`src/rtl/assert_macros.svh`:
```
// Assertion helpers, clocked on clk; reset is rst_n, active low.
`ifndef ASSERT_MACROS_SVH
`define ASSERT_MACROS_SVH

// Checked only outside reset.
`define PRA_ASSERT(lbl, prop, msg) \
    lbl: assert property (@(posedge clk) disable iff (!rst_n) prop) else $error(msg);

// Checked at every edge, reset included.
`define PRA_ASSERT_ALWAYS(lbl, prop, msg) \
    lbl: assert property (@(posedge clk) prop) else $error(msg);

`endif

```
`src/rtl/pra_pkg.sv`:
```
package pra_pkg;

    localparam int NUM_PAGES   = 32768;
    localparam int PAGE_SHIFT  = 12;
    localparam int ADDR_W      = 40;
    localparam int CNT_W       = 8;
    localparam int IDX_W       = $clog2(NUM_PAGES);
    localparam int DEPTH_W     = IDX_W + 1;
    localparam int OFF_W       = ADDR_W - PAGE_SHIFT;
    localparam int MODE_W      = 3;
    localparam int STATUS_W    = 3;
    localparam int CFG_IDX_W   = 2;
    localparam int QUEUE_DEPTH = 2;
    localparam int QPTR_W      = $clog2(QUEUE_DEPTH);
    localparam int QCNT_W      = $clog2(QUEUE_DEPTH + 1);

    localparam logic [CNT_W-1:0] COUNT_MAX = 8'd255;

    localparam logic [ADDR_W-1:0] BASE_RESET = 40'h00_8000_0000;
    localparam logic [ADDR_W-1:0] LOW_RESET  = 40'h00_8000_0000;
    localparam logic [ADDR_W-1:0] TOP_RESET  = 40'h00_8800_0000;

    // request mode codes
    localparam logic [MODE_W-1:0] MODE_ALLOC = 3'd0;
    localparam logic [MODE_W-1:0] MODE_FREE  = 3'd1;
    localparam logic [MODE_W-1:0] MODE_INC   = 3'd2;
    localparam logic [MODE_W-1:0] MODE_QUERY = 3'd3;
    localparam logic [MODE_W-1:0] MODE_SET   = 3'd4;

    // config register indexes
    localparam logic [CFG_IDX_W-1:0] CFG_BASE = 2'd0;
    localparam logic [CFG_IDX_W-1:0] CFG_LOW  = 2'd1;
    localparam logic [CFG_IDX_W-1:0] CFG_TOP  = 2'd2;

    typedef enum logic [STATUS_W-1:0] {
        ST_OK       = 3'd0,
        ST_OOM      = 3'd1,
        ST_BADADDR  = 3'd2,
        ST_MAXREF   = 3'd3,
        ST_OVERFLOW = 3'd4
    } status_t;

    // classified operation, as handed from front to back
    typedef enum logic [2:0] {
        OP_ALLOC,
        OP_FREE,
        OP_INC,
        OP_QUERY,
        OP_SET,
        OP_BAD,
        OP_NOP
    } op_t;

    typedef struct packed {
        op_t              op;
        logic [IDX_W-1:0] idx;
    } cmd_t;

    typedef enum logic [1:0] {
        BK_CLEAR,
        BK_IDLE,
        BK_EXEC
    } back_state_t;

endpackage

```
`src/rtl/pra_queue.sv`:
```
module pra_queue import pra_pkg::*;
(
    input  logic clk,
    input  logic rst_n,
    input  logic push_valid,
    output logic push_ready,
    input  cmd_t push_cmd,
    output logic pop_valid,
    input  logic pop,
    output cmd_t pop_cmd
);

    cmd_t              slot_reg [QUEUE_DEPTH];
    logic [QPTR_W-1:0] wr_ptr_reg, wr_ptr_next;
    logic [QPTR_W-1:0] rd_ptr_reg, rd_ptr_next;
    logic [QCNT_W-1:0] count_reg, count_next;
    logic              do_push, do_pop;

    assign push_ready = (count_reg != QCNT_W'(QUEUE_DEPTH));
    assign pop_valid  = (count_reg != '0);
    assign pop_cmd    = slot_reg[rd_ptr_reg];
    assign do_push    = push_valid && push_ready;
    assign do_pop     = pop && pop_valid;

    always_comb
    begin
        wr_ptr_next = wr_ptr_reg;
        rd_ptr_next = rd_ptr_reg;
        count_next  = count_reg;
        if (do_push)
            wr_ptr_next = (wr_ptr_reg == QPTR_W'(QUEUE_DEPTH - 1)) ? '0 : wr_ptr_reg + 1'b1;
        if (do_pop)
            rd_ptr_next = (rd_ptr_reg == QPTR_W'(QUEUE_DEPTH - 1)) ? '0 : rd_ptr_reg + 1'b1;
        if (do_push && !do_pop)
            count_next = count_reg + 1'b1;
        else if (do_pop && !do_push)
            count_next = count_reg - 1'b1;
    end

    always_ff @(posedge clk or negedge rst_n)
    begin
        if (!rst_n)
        begin
            wr_ptr_reg <= '0;
            rd_ptr_reg <= '0;
            count_reg  <= '0;
        end
        else
        begin
            wr_ptr_reg <= wr_ptr_next;
            rd_ptr_reg <= rd_ptr_next;
            count_reg  <= count_next;
        end
    end

    always_ff @(posedge clk)
    begin
        if (do_push)
            slot_reg[wr_ptr_reg] <= push_cmd;
    end

endmodule

```
`config.mk`:
```
export PLATFORM = sky130hd
export DESIGN_NAME = pra_queue
export DESIGN_NICKNAME = d
export VERILOG_FILES = /design/src/rtl/assert_macros.svh /design/src/rtl/pra_pkg.sv /design/src/rtl/pra_queue.sv
export SDC_FILE = /design/constraint.sdc
export NUM_CORES = 1
export LEC_CHECK = 0
export BUFFER_PORTS_ARGS = -buffer_cell sky130_fd_sc_hd__clkbuf_2
export CAP_MARGIN = 20
export CORE_MARGIN = 2
export CORE_UTILIZATION = 54
export CTS_CLUSTER_DIAMETER = 120
export DETAILED_ROUTE_END_ITERATION = 16
export PLACE_DENSITY = 0.82
export SYNTH_ARGS = -nofsm -noshare
export SYNTH_HDL_FRONTEND = slang
export SYNTH_SLANG_ARGS = --single-unit
```
`constraint.sdc`:
```
create_clock -name clk -period 3.75 [get_ports clk]
set_input_delay 0.1875 -clock clk [delete_from_list [all_inputs] [get_ports clk]]
set_output_delay 0.1875 -clock clk [all_outputs]
set_load 0.005 [all_outputs]
```
# After elaboration in Yosys (flattened, before gate mapping)
# Memory sizes are Yosys's and may differ from the RTL's.
# Cells that the tools add are included.
[totals]
register_bits = 4
latchBits = 0
ram_bits = 36
mem_bits_ro = 0
in_bits = 22
output_inout_bits = 20
word_cells = 23
memories = 1
[op_classes]
n_addsub = 4
multipliers = 0
div = 0
order_cmp = 0
eq_ne = 1
shifts = 0
muxes = 6
n_bitwise = 0
n_reduce_logical = 8
[mem_list]
columns = ["memory", "words", "word_bits", "read_ports", "rd_clocked_by_memory_dff", "wr", "line", "source"]
rows = [
  ["slot_reg", 2, 18, 1, 0, 1, "pra_queue.sv:13", "cmd_t slot_reg [QUEUE_DEPTH];"],
]
[ops]
columns = ["cell", "count"]
rows = [
  ["logical AND 1 bit", 4],
  ["two-way mux 1 bit", 4],
  ["two-way mux 2 bit", 2],
  ["nonzero test 2 bit", 2],
  ["adder 1 bit, second input constant", 2],
  ["adder 2 x 1 -> 2 bit, second input constant", 1],
  ["logical NOT 1 bit", 2],
  ["!= test 2 bit, second input constant", 1],
  ["subtractor 2 x 1 -> 2 bit, second input constant", 1],
]

# Longest topological paths before layout
[depth]
ltp_word = 6
depth_mapped = 7
depth_no_buf = 7

# Worst setup path before layout
# No wires, ideal clock.
[synth_path]
path_type = "reg2reg"
start = "register count_reg[0]"
end = "memory slot_reg[0][0] (netlist name) (enable)"
setup_time_ns = 0.392
arrival_time_ns = 1.426
t_required_ns = 3.358
slack_ns = 1.931
stages_incl_launch_ff = 4
n_path_buf = 0
period_less_slack_ns = 1.819
path_cell_list = "dfrtp_1 -> nand2b_1 -> nand2_1 -> nor2_1"
[synth_via]
elab_chain_len = 4
[synth_rtl]
columns = ["item", "line", "source"]
rows = [
  ["start, declared", "pra_queue.sv:16", "logic [QCNT_W-1:0] count_reg, count_next;"],
  ["start signal, assigned", "pra_queue.sv:52", "count_reg <= count_next;"],
  ["!= test 2 bit", "pra_queue.sv:19", "assign push_ready = (count_reg != QCNT_W'(QUEUE_DEPTH));"],
  ["named net push_ready", "pra_queue.sv:6", "output logic push_ready,"],
  ["logical AND 1 bit", "pra_queue.sv:22", "assign do_push = push_valid && push_ready;"],
  ["two-way mux 1 bit", "pra_queue.sv:58", "if (do_push)"],
  ["two-way mux 1 bit (implied by the code)", "pra_queue.sv:59", "slot_reg[wr_ptr_reg] <= push_cmd;"],
  ["end, declared", "pra_queue.sv:13", ""],
]
# The timed path passes the listed nets, and every way through them passes these cells.

==> out/results.tsv <==
metric	value	unit
Multi-input gate area	329	um^2
crit path kind	flip-flop to primary output	
main flop type after synthesis	edfxtp_1	
Via-to-Cell Ratio	5.06	
Post-Syn Instances	74	
status	finished, final reports clean	
Ant. Diodes	0	
cts hold-fix bufs	1	
Post-synth top cells	edfxtp_1 (36), mux2_2 (9), mux2_4 (9)	
synth-to-layout area growth	18.6	%
Iter 0 DRT Violations	18	
Non-Filler Instances	154	
DP Cell Count	144	
largest net degree at the start of global routing	20	
critical-path cell list	mux2_2, clkbuf_2	
DRT Wirelength	2390	um
die height	57.5	um
WL per Instance	15.5	um
IO Pins	42	
register area	1180	um^2
Vias	780	
Rows	19	
Avg Inst Size Synth	20.8	um^2
CTS tree	done	
Buf/Inv on CP	1	
leading area contributor after synthesis	edfxtp_1	
Crit Path Max Fanout	19	
Initial DRT Pass Iterations	4	
Crit Reg-Reg Startpoint	count_reg[0]$_DFFE_PN0P_	
CP startpoint kind	flip-flop	
PortBufs	41	
worst clock skew	7.21	ps
Worst setup startpoint	rd_ptr_reg$_DFFE_PN0P_	
max incr delay on CP	970	ps
total gr overflow	0	
max reg flops	36	
cell internal pwr	917	uW
Fin. Hold Viols	0	
area of the core	2730	um^2
Worst EP arrival	1840	ps
min-delay worst type	input pin to flip-flop	
initial core utilization	56.4	%
clock share of power	15.4	%
clk buf depth	2	
sw frac	29.1	%
Tightest Pin Transition	938	ps
MaxCap Viol Count	0	
Mapped Area	1540	um^2
sw power	376	uW
number of synthesized flops with an enable pin	36	
gr usage total	16.2	%
vias in the first global route	810	
Comb pwr share	30.5	%
VDD IR max	0.000488	V
CTS buffer count	5	
first-pass GRT wire length	3770	um
CTS resizes	0	
fraction of layout cells with a size suffix above 1	54.5	%
unrepaired setup endpoints after global routing	no	
Synth top area share	70.1	%
sum of negative setup slack	0	ps
antenna viol nets, final	0	
hold_sp	push_cmd[2]	
warnings from Yosys	0	
final setup vio count	0	
ranking of synthesized cells by area	edfxtp_1 (70%), mux2_4 (8.8%), mux2_2 (6.6%)	
Critical Path RT	3560	ps
pwr dens	707	nW/um^2
Syn Nets	97	
Die Area	3300	um^2
Worst path slowest cell	dfrtp_1	
CTS H-tree lvls	2	
post-synthesis sequential area ratio	76.6	%
initial antenna violation count	0	
max-slew violations	0	
fillers	212	
Clock Root Buffer	clkbuf_4	
hold slack final	37.1	ps
# DRC	0	
GPL Wtd Cong	0.578	
Reg clk slew, reported paths	110	ps
final worst-path cycle share	54.1	%
post-detail-place hpwl	1640	um
Distinct cells, synth	15	
Async SR Flop Fraction	10.0	%
clk sink count	40	
top cell family by delay on the critical path	flip-flops	
share of power burned in registers	54.1	%
crit end category	primary output	
leakage	0.000751	uW
post-CTS setup buffer count	0	
final net count	145	
relative slew slack	37.5	%
Final min period	2030	ps
total power draw	1290	uW
count leader, synth	edfxtp_1	
Max Clock Freq	493	MHz
latest clock arrival within the worst-skew pair	330	ps
die width	57.5	um
Yosys reg bits	40	
layout make-up:
type,count,share of cell area (%)
Clock buffer,5,2.05
Clock inverter,3,0.752
Inverter,1,0.205
Multi-Input combinational cell,31,18.0
Sequential cell,40,64.6
Tap cell,31,2.12
Timing Repair Buffer,43,12.3
worst paths after layout:
check / depth (start not counted) / slack (ps) / endpoint
hold reg to reg: 1 / 500 / count_reg[1]$_DFFE_PN0P_
max in group asynchronous: 2 / 3440 / rd_ptr_reg$_DFFE_PN0P_
setup reg to reg: 3 / 1950 / slot_reg[0][10]$_DFFE_PP_
setup / recovery: 2 / 1720 / pop_cmd[4]
hold / removal: 1 / 40 / slot_reg[1][2]$_DFFE_PP_
min in group asynchronous: 2 / 180 / wr_ptr_reg$_DFFE_PN0P_
metrics by stage:
stage	util, %	area (um^2)	setup slack, ps
after floorplan	-	1540	1930
after global placement	64.3	1760	2040
after detailed placement	64.3	1760	1920
after CTS	66.5	1820	1670
after global routing	66.9	1830	1600
final	66.9	1830	1720
cell families after synthesis:
| logic type | synth area share [%] |
|---|---|
| simple gates | 2.19 |
| buf+inv | 2.27 |
| flops | 76.6 |
| xor+xnor | 2.84 |
| fa+ha+maj | 0.811 |
| mux | 15.3 |
power groups by stage:
stage | clock, uW | sequential [uW] | combinational (uW)
finish | 199 | 700 | 394
floorplan | 0 | 653 | 325
detailed placement | 0 | 712 | 400
CTS | 209 | 703 | 403
global route | 234 | 713 | 430
global placement | 0 | 701 | 387
cells in the final DEF (no fill, tap or decap):
cell type and count:
nor2_1 1, and3_1 1, clkinv_1 1, or2_1 1
xor2_1 2, nand2_1 2, xnor2_1 3, nand2b_1 1
clkbuf_4 5, dlygate4sd3_1 2, inv_1 1, clkbuf_2 41
mux2_2 9, edfxtp_1 36, mux2_4 9, dfrtp_1 4
nor2_2 1, clkinv_2 2, ha_1 1
metal layers:
layer	vias up	track usage, %	wire length [um]
met5	-	0	0
met4	0	4.98	27
met3	4	7.94	158
met2	27	27.1	1270
met1	370	18.3	933
li1	379	-	-
Note: power is estimated with default switching activity, not from simulation.
