### config.mk
export PLATFORM = sky130hd
export DESIGN_NAME = pra_front_flat
export DESIGN_NICKNAME = d
export VERILOG_FILES = /design/src/rtl/assert_macros.svh /design/src/rtl/pra_pkg.sv /design/src/rtl/pra_ifs.sv /design/src/rtl/pra_front.sv /design/src/flat_wrapper.sv
export SDC_FILE = /design/constraint.sdc
export NUM_CORES = 1
export LEC_CHECK = 0
export BUFFER_PORTS_ARGS = -buffer_cell sky130_fd_sc_hd__buf_2
export CAP_MARGIN = 40
export CORE_UTILIZATION = 52
export DETAILED_ROUTE_END_ITERATION = 10
export PLACE_DENSITY = 0.83
export SLEW_MARGIN = 5
export SYNTH_ARGS = -nofsm -noshare
export SYNTH_HDL_FRONTEND = slang
export SYNTH_SLANG_ARGS = --single-unit
### constraint.sdc
create_clock -name vclk -period 2.9
set_clock_uncertainty 0.05 [all_clocks]
set_input_delay 0.145 -clock vclk [all_inputs]
set_output_delay 0.145 -clock vclk [all_outputs]
set_load 0.05 [all_outputs]
### src/rtl/assert_macros.svh
// Assertion helpers, clocked on clk; reset is rst_n, active low.
`ifndef ASSERT_MACROS_SVH
`define ASSERT_MACROS_SVH

// Checked only outside reset.
`define PRA_ASSERT(lbl, prop, msg) \
    lbl: assert property (@(posedge clk) disable iff (!rst_n) prop) else $error(msg);

// Checked at every edge, reset included.
`define PRA_ASSERT_ALWAYS(lbl, prop, msg) \
    lbl: assert property (@(posedge clk) prop) else $error(msg);

`endif

### src/rtl/pra_pkg.sv
package pra_pkg;

    localparam int NUM_PAGES   = 32768;
    localparam int PAGE_SHIFT  = 12;
    localparam int ADDR_W      = 40;
    localparam int CNT_W       = 8;
    localparam int IDX_W       = $clog2(NUM_PAGES);
    localparam int DEPTH_W     = IDX_W + 1;
    localparam int OFF_W       = ADDR_W - PAGE_SHIFT;
    localparam int MODE_W      = 3;
    localparam int STATUS_W    = 3;
    localparam int CFG_IDX_W   = 2;
    localparam int QUEUE_DEPTH = 2;
    localparam int QPTR_W      = $clog2(QUEUE_DEPTH);
    localparam int QCNT_W      = $clog2(QUEUE_DEPTH + 1);

    localparam logic [CNT_W-1:0] COUNT_MAX = 8'd255;

    localparam logic [ADDR_W-1:0] BASE_RESET = 40'h00_8000_0000;
    localparam logic [ADDR_W-1:0] LOW_RESET  = 40'h00_8000_0000;
    localparam logic [ADDR_W-1:0] TOP_RESET  = 40'h00_8800_0000;

    // request mode codes
    localparam logic [MODE_W-1:0] MODE_ALLOC = 3'd0;
    localparam logic [MODE_W-1:0] MODE_FREE  = 3'd1;
    localparam logic [MODE_W-1:0] MODE_INC   = 3'd2;
    localparam logic [MODE_W-1:0] MODE_QUERY = 3'd3;
    localparam logic [MODE_W-1:0] MODE_SET   = 3'd4;

    // config register indexes
    localparam logic [CFG_IDX_W-1:0] CFG_BASE = 2'd0;
    localparam logic [CFG_IDX_W-1:0] CFG_LOW  = 2'd1;
    localparam logic [CFG_IDX_W-1:0] CFG_TOP  = 2'd2;

    typedef enum logic [STATUS_W-1:0] {
        ST_OK       = 3'd0,
        ST_OOM      = 3'd1,
        ST_BADADDR  = 3'd2,
        ST_MAXREF   = 3'd3,
        ST_OVERFLOW = 3'd4
    } status_t;

    // classified operation, as handed from front to back
    typedef enum logic [2:0] {
        OP_ALLOC,
        OP_FREE,
        OP_INC,
        OP_QUERY,
        OP_SET,
        OP_BAD,
        OP_NOP
    } op_t;

    typedef struct packed {
        op_t              op;
        logic [IDX_W-1:0] idx;
    } cmd_t;

    typedef enum logic [1:0] {
        BK_CLEAR,
        BK_IDLE,
        BK_EXEC
    } back_state_t;

endpackage

### src/rtl/pra_ifs.sv
interface pra_req_if import pra_pkg::*; ();
    logic              valid;
    logic              ready;
    logic [MODE_W-1:0] mode;
    logic [ADDR_W-1:0] page_addr;

    modport source (output valid, mode, page_addr, input ready);
    modport sink   (input valid, mode, page_addr, output ready);
endinterface


### src/rtl/pra_front.sv
module pra_front import pra_pkg::*;
(
    pra_req_if.sink           req,
    input  logic              clr_busy,
    input  logic [ADDR_W-1:0] base_addr,
    input  logic [ADDR_W-1:0] low_limit,
    input  logic [ADDR_W-1:0] top_addr,
    output logic              push_valid,
    input  logic              push_ready,
    output cmd_t              push_cmd
);

    logic [ADDR_W:0]   diff;
    logic [OFF_W-1:0]  off;
    logic              out_of_pages;
    logic              bad_free;

    // borrow out of the subtract means below base
    assign diff         = {1'b0, req.page_addr} - {1'b0, base_addr};
    assign off          = diff[ADDR_W-1:PAGE_SHIFT];
    assign out_of_pages = diff[ADDR_W] || (off >= OFF_W'(NUM_PAGES));
    assign bad_free     = (req.page_addr[PAGE_SHIFT-1:0] != '0)
                          || (req.page_addr < low_limit)
                          || (req.page_addr >= top_addr);

    always_comb
    begin
        push_cmd.idx = off[IDX_W-1:0];
        unique case (req.mode) inside
            MODE_ALLOC:
                push_cmd.op = OP_ALLOC;
            MODE_FREE:
                push_cmd.op = (out_of_pages || bad_free) ? OP_BAD : OP_FREE;
            MODE_INC, MODE_QUERY, MODE_SET:
            begin
                if (out_of_pages)
                    push_cmd.op = OP_BAD;
                else if (req.mode == MODE_INC)
                    push_cmd.op = OP_INC;
                else if (req.mode == MODE_QUERY)
                    push_cmd.op = OP_QUERY;
                else
                    push_cmd.op = OP_SET;
            end
            default:
                push_cmd.op = OP_NOP;
        endcase
    end

    assign push_valid = req.valid && !clr_busy;
    assign req.ready  = push_ready && !clr_busy;

endmodule

### src/flat_wrapper.sv
// flat-port wrapper written by rule: the top's interface ports become plain ports
module pra_front_flat import pra_pkg::*;
  (clr_busy, base_addr, low_limit, top_addr, push_valid, push_ready, push_cmd, req_valid, req_mode, req_page_addr, req_ready);
  pra_req_if req_i ();
  input  logic clr_busy;
  input  logic [ADDR_W-1:0] base_addr;
  input  logic [ADDR_W-1:0] low_limit;
  input  logic [ADDR_W-1:0] top_addr;
  output logic push_valid;
  input  logic push_ready;
  output cmd_t push_cmd;
  input wire logic [$bits(req_i.valid)-1:0] req_valid;
  input wire logic [$bits(req_i.mode)-1:0] req_mode;
  input wire logic [$bits(req_i.page_addr)-1:0] req_page_addr;
  output wire logic [$bits(req_i.ready)-1:0] req_ready;
  assign req_i.valid = req_valid;
  assign req_i.mode = req_mode;
  assign req_i.page_addr = req_page_addr;
  assign req_ready = req_i.ready;
  pra_front u_core (.req(req_i), .clr_busy(clr_busy), .base_addr(base_addr), .low_limit(low_limit), .top_addr(top_addr), .push_valid(push_valid), .push_ready(push_ready), .push_cmd(push_cmd));
endmodule
## After elaboration in Yosys (flattened, before gate mapping)

Cells that the tools add are included.

- Register bits after elaboration: 0
- Bits in latches: 0
- Bits in writable memories: 0
- Bits in read-only memories: 0
- Input bits: 166
- Output and inout port bits: 20
- Logic and storage cells: 23
- Memories kept: 0

- Add/sub/neg operators: 1
- Multiply operators: 0
- Div/mod/pow operators: 0
- Order comparisons: 3
- Equal/unequal tests: 4
- Shift-type cells: 0
- Mux-type cells: 5
- Bitwise gates (word level): 0
- Reductions and logical operators: 10

Operator list:

| cell | count |
|---|---|
| $sub A40 B40 Y41 | 1 |
| $ge A40 B40 Y1 | 1 |
| $lt A40 B40 Y1 | 1 |
| $ge A28 B16 Y1 const B | 1 |
| $mux W3 | 4 |
| $reduce_bool A12 Y1 | 1 |
| $pmux W3 S3 | 1 |
| $eq A3 B2 Y1 const B | 2 |
| $logic_or A1 B1 Y1 | 4 |
| $eq A3 B1 Y1 const B | 1 |
| $eq A3 B3 Y1 const B | 1 |
| $logic_not A3 Y1 | 1 |
| $reduce_or A3 Y1 | 1 |
| $logic_and A1 B1 Y1 | 2 |
| $logic_not A1 Y1 | 1 |

## Depth between registers and ports, before layout

- Word-level depth: 6
- Depth in mapped cells: 13
- Gate-level depth less buffers: 12

## Least setup slack after synthesis

OpenSTA, ideal clock, no wires.

- Path type: input to output
- From: in base_addr[23]
- To: out push_cmd[15] (netlist name)
- Data arrival time: 3.382 ns
- Data required time: 2.705 ns
- Setup slack: -0.677 ns
- Cell stages on the path: 13
- Path buffers: 1
- Cells stage by stage: inv_1 > ha_1 > clkbuf_1 > nand2_1 > nor4_4 > nand4_1 > a31oi_2 > nor3_2 > a2111oi_4 > mux2i_1 > nor4_2 > and3b_1 > nor3_1

RTL lines:

| element | line | source |
|---|---|---|
| start, declared | flat_wrapper.sv:6 | `input logic [ADDR_W-1:0] base_addr;` |
| end, declared | flat_wrapper.sv:11 | `output cmd_t push_cmd;` |

==> results by group <==
Clock tree
  • Post-CTS Hold Buffers: 0

Floorplan
  • Site Rows: 33
  • # IOs: 186
  • Die Wd: 94.5 microns
  • Initial core utilization: 53.9%
  • Die Area: 0.00893 sq mm
  • Core footprint: 0.00826 sq mm
  • Die boundary height: 94.5 microns

Worst setup path
  • Crit path DAT: 2.91 ns
  • Worst Setup EP: push_cmd[17]
  • Worst setup path class: input port to output port
  • CP Launch Type: input port
  • Critical Path Max Stage Delay: 0.37 ns
  • Worst setup EP type: output port
  • WP depth: 16
  • CP Launch Point: base_addr[1]
  • Worst path cell trace: buf_6, inv_4, ha_4, or3b_4, and3b_1, o211ai_1, a31oi_4, buf_6, o31ai_4, nor3b_2, o21ai_1, nor4_2, buf_4, o211a_1, nor2_2, buf_6
  • Family with the most delay on the worst path: simple AND/OR/NAND/NOR gates
  • Most frequent CP cell: buf_6
  • Slowest cell on crit path: or3b_4
  • Critical path buffers and inverters: 5
  • Worst EP required: 2.71 ns
  • Crit path max fanout: 2

Synthesis
  • Synth unique cells: 63
  • Biggest area consumer among synthesized cells: ha_1
  • Count leader, synth: inv_1
  • Syn Area/Cell: 6.80 sq um
  • Commonest cells post-synth: inv_1 (126), ha_1 (118), a21oi_1 (63)
  • Post-synth top area share: 33.2%
  • Mapped Nets: 938
  • Post-Syn Area: 0.00445 sq mm
  • Sequential share of the synthesized area: 0%
  • Synth warn: 0
  • Cells after Synth: 654
  • Synth top area cells: ha_1 (33%), inv_1 (11%), a21oi_1 (7.1%), o21ai_0 (3.8%), nand2_1 (3.3%)

STA
  • Fin. max-slew vios: 0
  • Setup ws final: -0.203 ns
  • Headroom to the max-slew limit: 59.8%
  • Setup TNS: -0.510 ns
  • Hold Vio Cnt, Final: 0
  • Max Freq: 322 MHz
  • Final Critical Period: 3.10 ns
  • Slew @ Worst Pin: 0.597 ns
  • Final setup fails: 3
  • Unrepaired setup endpoints after global routing: true
  • Crit share post-route: 107%

Final layout
  • Num sequential: 0
  • Post-route insts no fill: 1080
  • Layout area overhead: 62.0%
  • Core Util, Final: 87.3%
  • Final instance area: 0.00721 sq mm
  • Proportion of layout cells with a drive suffix above 1: 43.3%
  • Register Area: 0 sq um
  • Nets: 1261
  • N_diodes: 0
  • CLK BUF: 0

Status
  • Failing checks: setup timing
  • Outcome: complete, but fails checks

Pwr
  • Maximum vdd drop: 0.000176 V
  • Pwr/cell area: 225 mW/mm^2
  • Lkg Pwr: 3.96 nW

Placement
  • Placed cell count: 1069
  • Detail Placement HPWL: 14000 microns
  • Cell Area, Placed: 0.00652 sq mm
  • GPL Wtd Cong: 1.03
  • Dpl ws: -0.470 ns
  • Port Buffers: 186

Global route
  • Overflow left after global routing: 0
  • Overall global routing resource usage: 41.7%
  • Initial antenna violation count: 1
  • Vias in the first global route: 6354
  • Pin count of the biggest net entering global routing: 9
  • First-pass GRT wire length: 29500 microns

Routing
  • Antenna viol nets, final: 0
  • Drt initial violations: 554
  • Residual DRC: 0
  • First drt pass iteration count: 7
  • Routed vias: 6589
  • Post-DR vias/cell: 6.10
  • Routed WL per cell: 18.0 microns
  • Drt total wl: 19400 microns

Min path
  • HP Class: input port to output port

Flow run
  • Max-capacitance violation count: 0
## report_power, final
part	internal (mW)	switching [mW]
registers	0	0
logic	0.713	0.909
clock network	0	0
total	0.713	0.909
## cells by family after synthesis
| logic type | count (synthesis) | share of synthesized area [%] |
|---|---|---|
| simple gates | 183 | 22.2 |
| xor+xnor | 19 | 3.74 |
| fa+ha+maj | 118 | 33.2 |
| mux | 5 | 1.12 |
| compound gates | 187 | 27.5 |
| buf+inv | 142 | 12.2 |
## worst min path at each step
stage | from | endpoint | slack (ns) | cells past startpoint
6_report | clr_busy | req_ready | 0.56 | 3
5_1_grt | clr_busy | push_valid | 0.57 | 3
4_1_cts | clr_busy | req_ready | 0.56 | 3
3_5_place_dp | clr_busy | req_ready | 0.56 | 3
3_3_place_gp | clr_busy | req_ready | 0.56 | 3
2_1_floorplan | clr_busy | push_valid | 0.41 | 1
## cell usage in the layout (no fill, tap or decap), types with 9 or more instances in the layout
cell | netlist | routed
inv_1 | 126 | 121
a21oi_1 | 63 | 50
xnor2_1 | 10 | 10
nand2_1 | 39 | 37
ha_4 | 0 | 19
ha_1 | 118 | 97
nor3_1 | 19 | 18
buf_6 | 0 | 11
o21ai_0 | 34 | 25
nor2_1 | 39 | 37
a21o_1 | 18 | 18
xor2_1 | 9 | 9
nand3_1 | 14 | 13
buf_2 | 8 | 176
nand4_1 | 21 | 21
nor2b_1 | 12 | 12
buf_4 | 0 | 147
## per-stage QoR
step | hold WS [ns] | total power, mW
2_1_floorplan | 0.412 | 0.796
3_3_place_gp | 0.555 | 1.33
3_5_place_dp | 0.560 | 1.37
4_1_cts | 0.560 | 1.50
5_1_grt | 0.568 | 1.74
6_report | 0.559 | 1.62
## worst min-delay path, stage by stage
cell     delay (ns)
buf_2          0.09
nor2b_1        0.03
buf_2          0.20
## routing by layer
| layer | up-vias | GRT usage, % | routed length, microns |
|---|---|---|---|
| li1 | 3000 | - | - |
| met1 | 2963 | 45.9 | 7170 |
| met2 | 479 | 73.8 | 9400 |
| met3 | 145 | 12.2 | 1630 |
| met4 | 2 | 18.9 | 1190 |
| met5 | - | 0 | 13 |
## cell type report
cell class / instances / area (sq um)
Fill cell: 465 / 1050
Inverter: 126 / 478
Multi-Input combinational cell: 512 / 4440
Tap cell: 105 / 131
Timing Repair Buffer: 337 / 2160
## timing repair
| item | CTS | global route |
|---|---|---|
| hold endpoints to repair | 0 | 0 |
| endpoints found under the setup margin | 3 | 3 |
| resized for setup | 82 | 36 |
| pin swaps | 28 | 15 |
| buffers inserted | 5 | 6 |
Power figures use the tool's default switching activity.
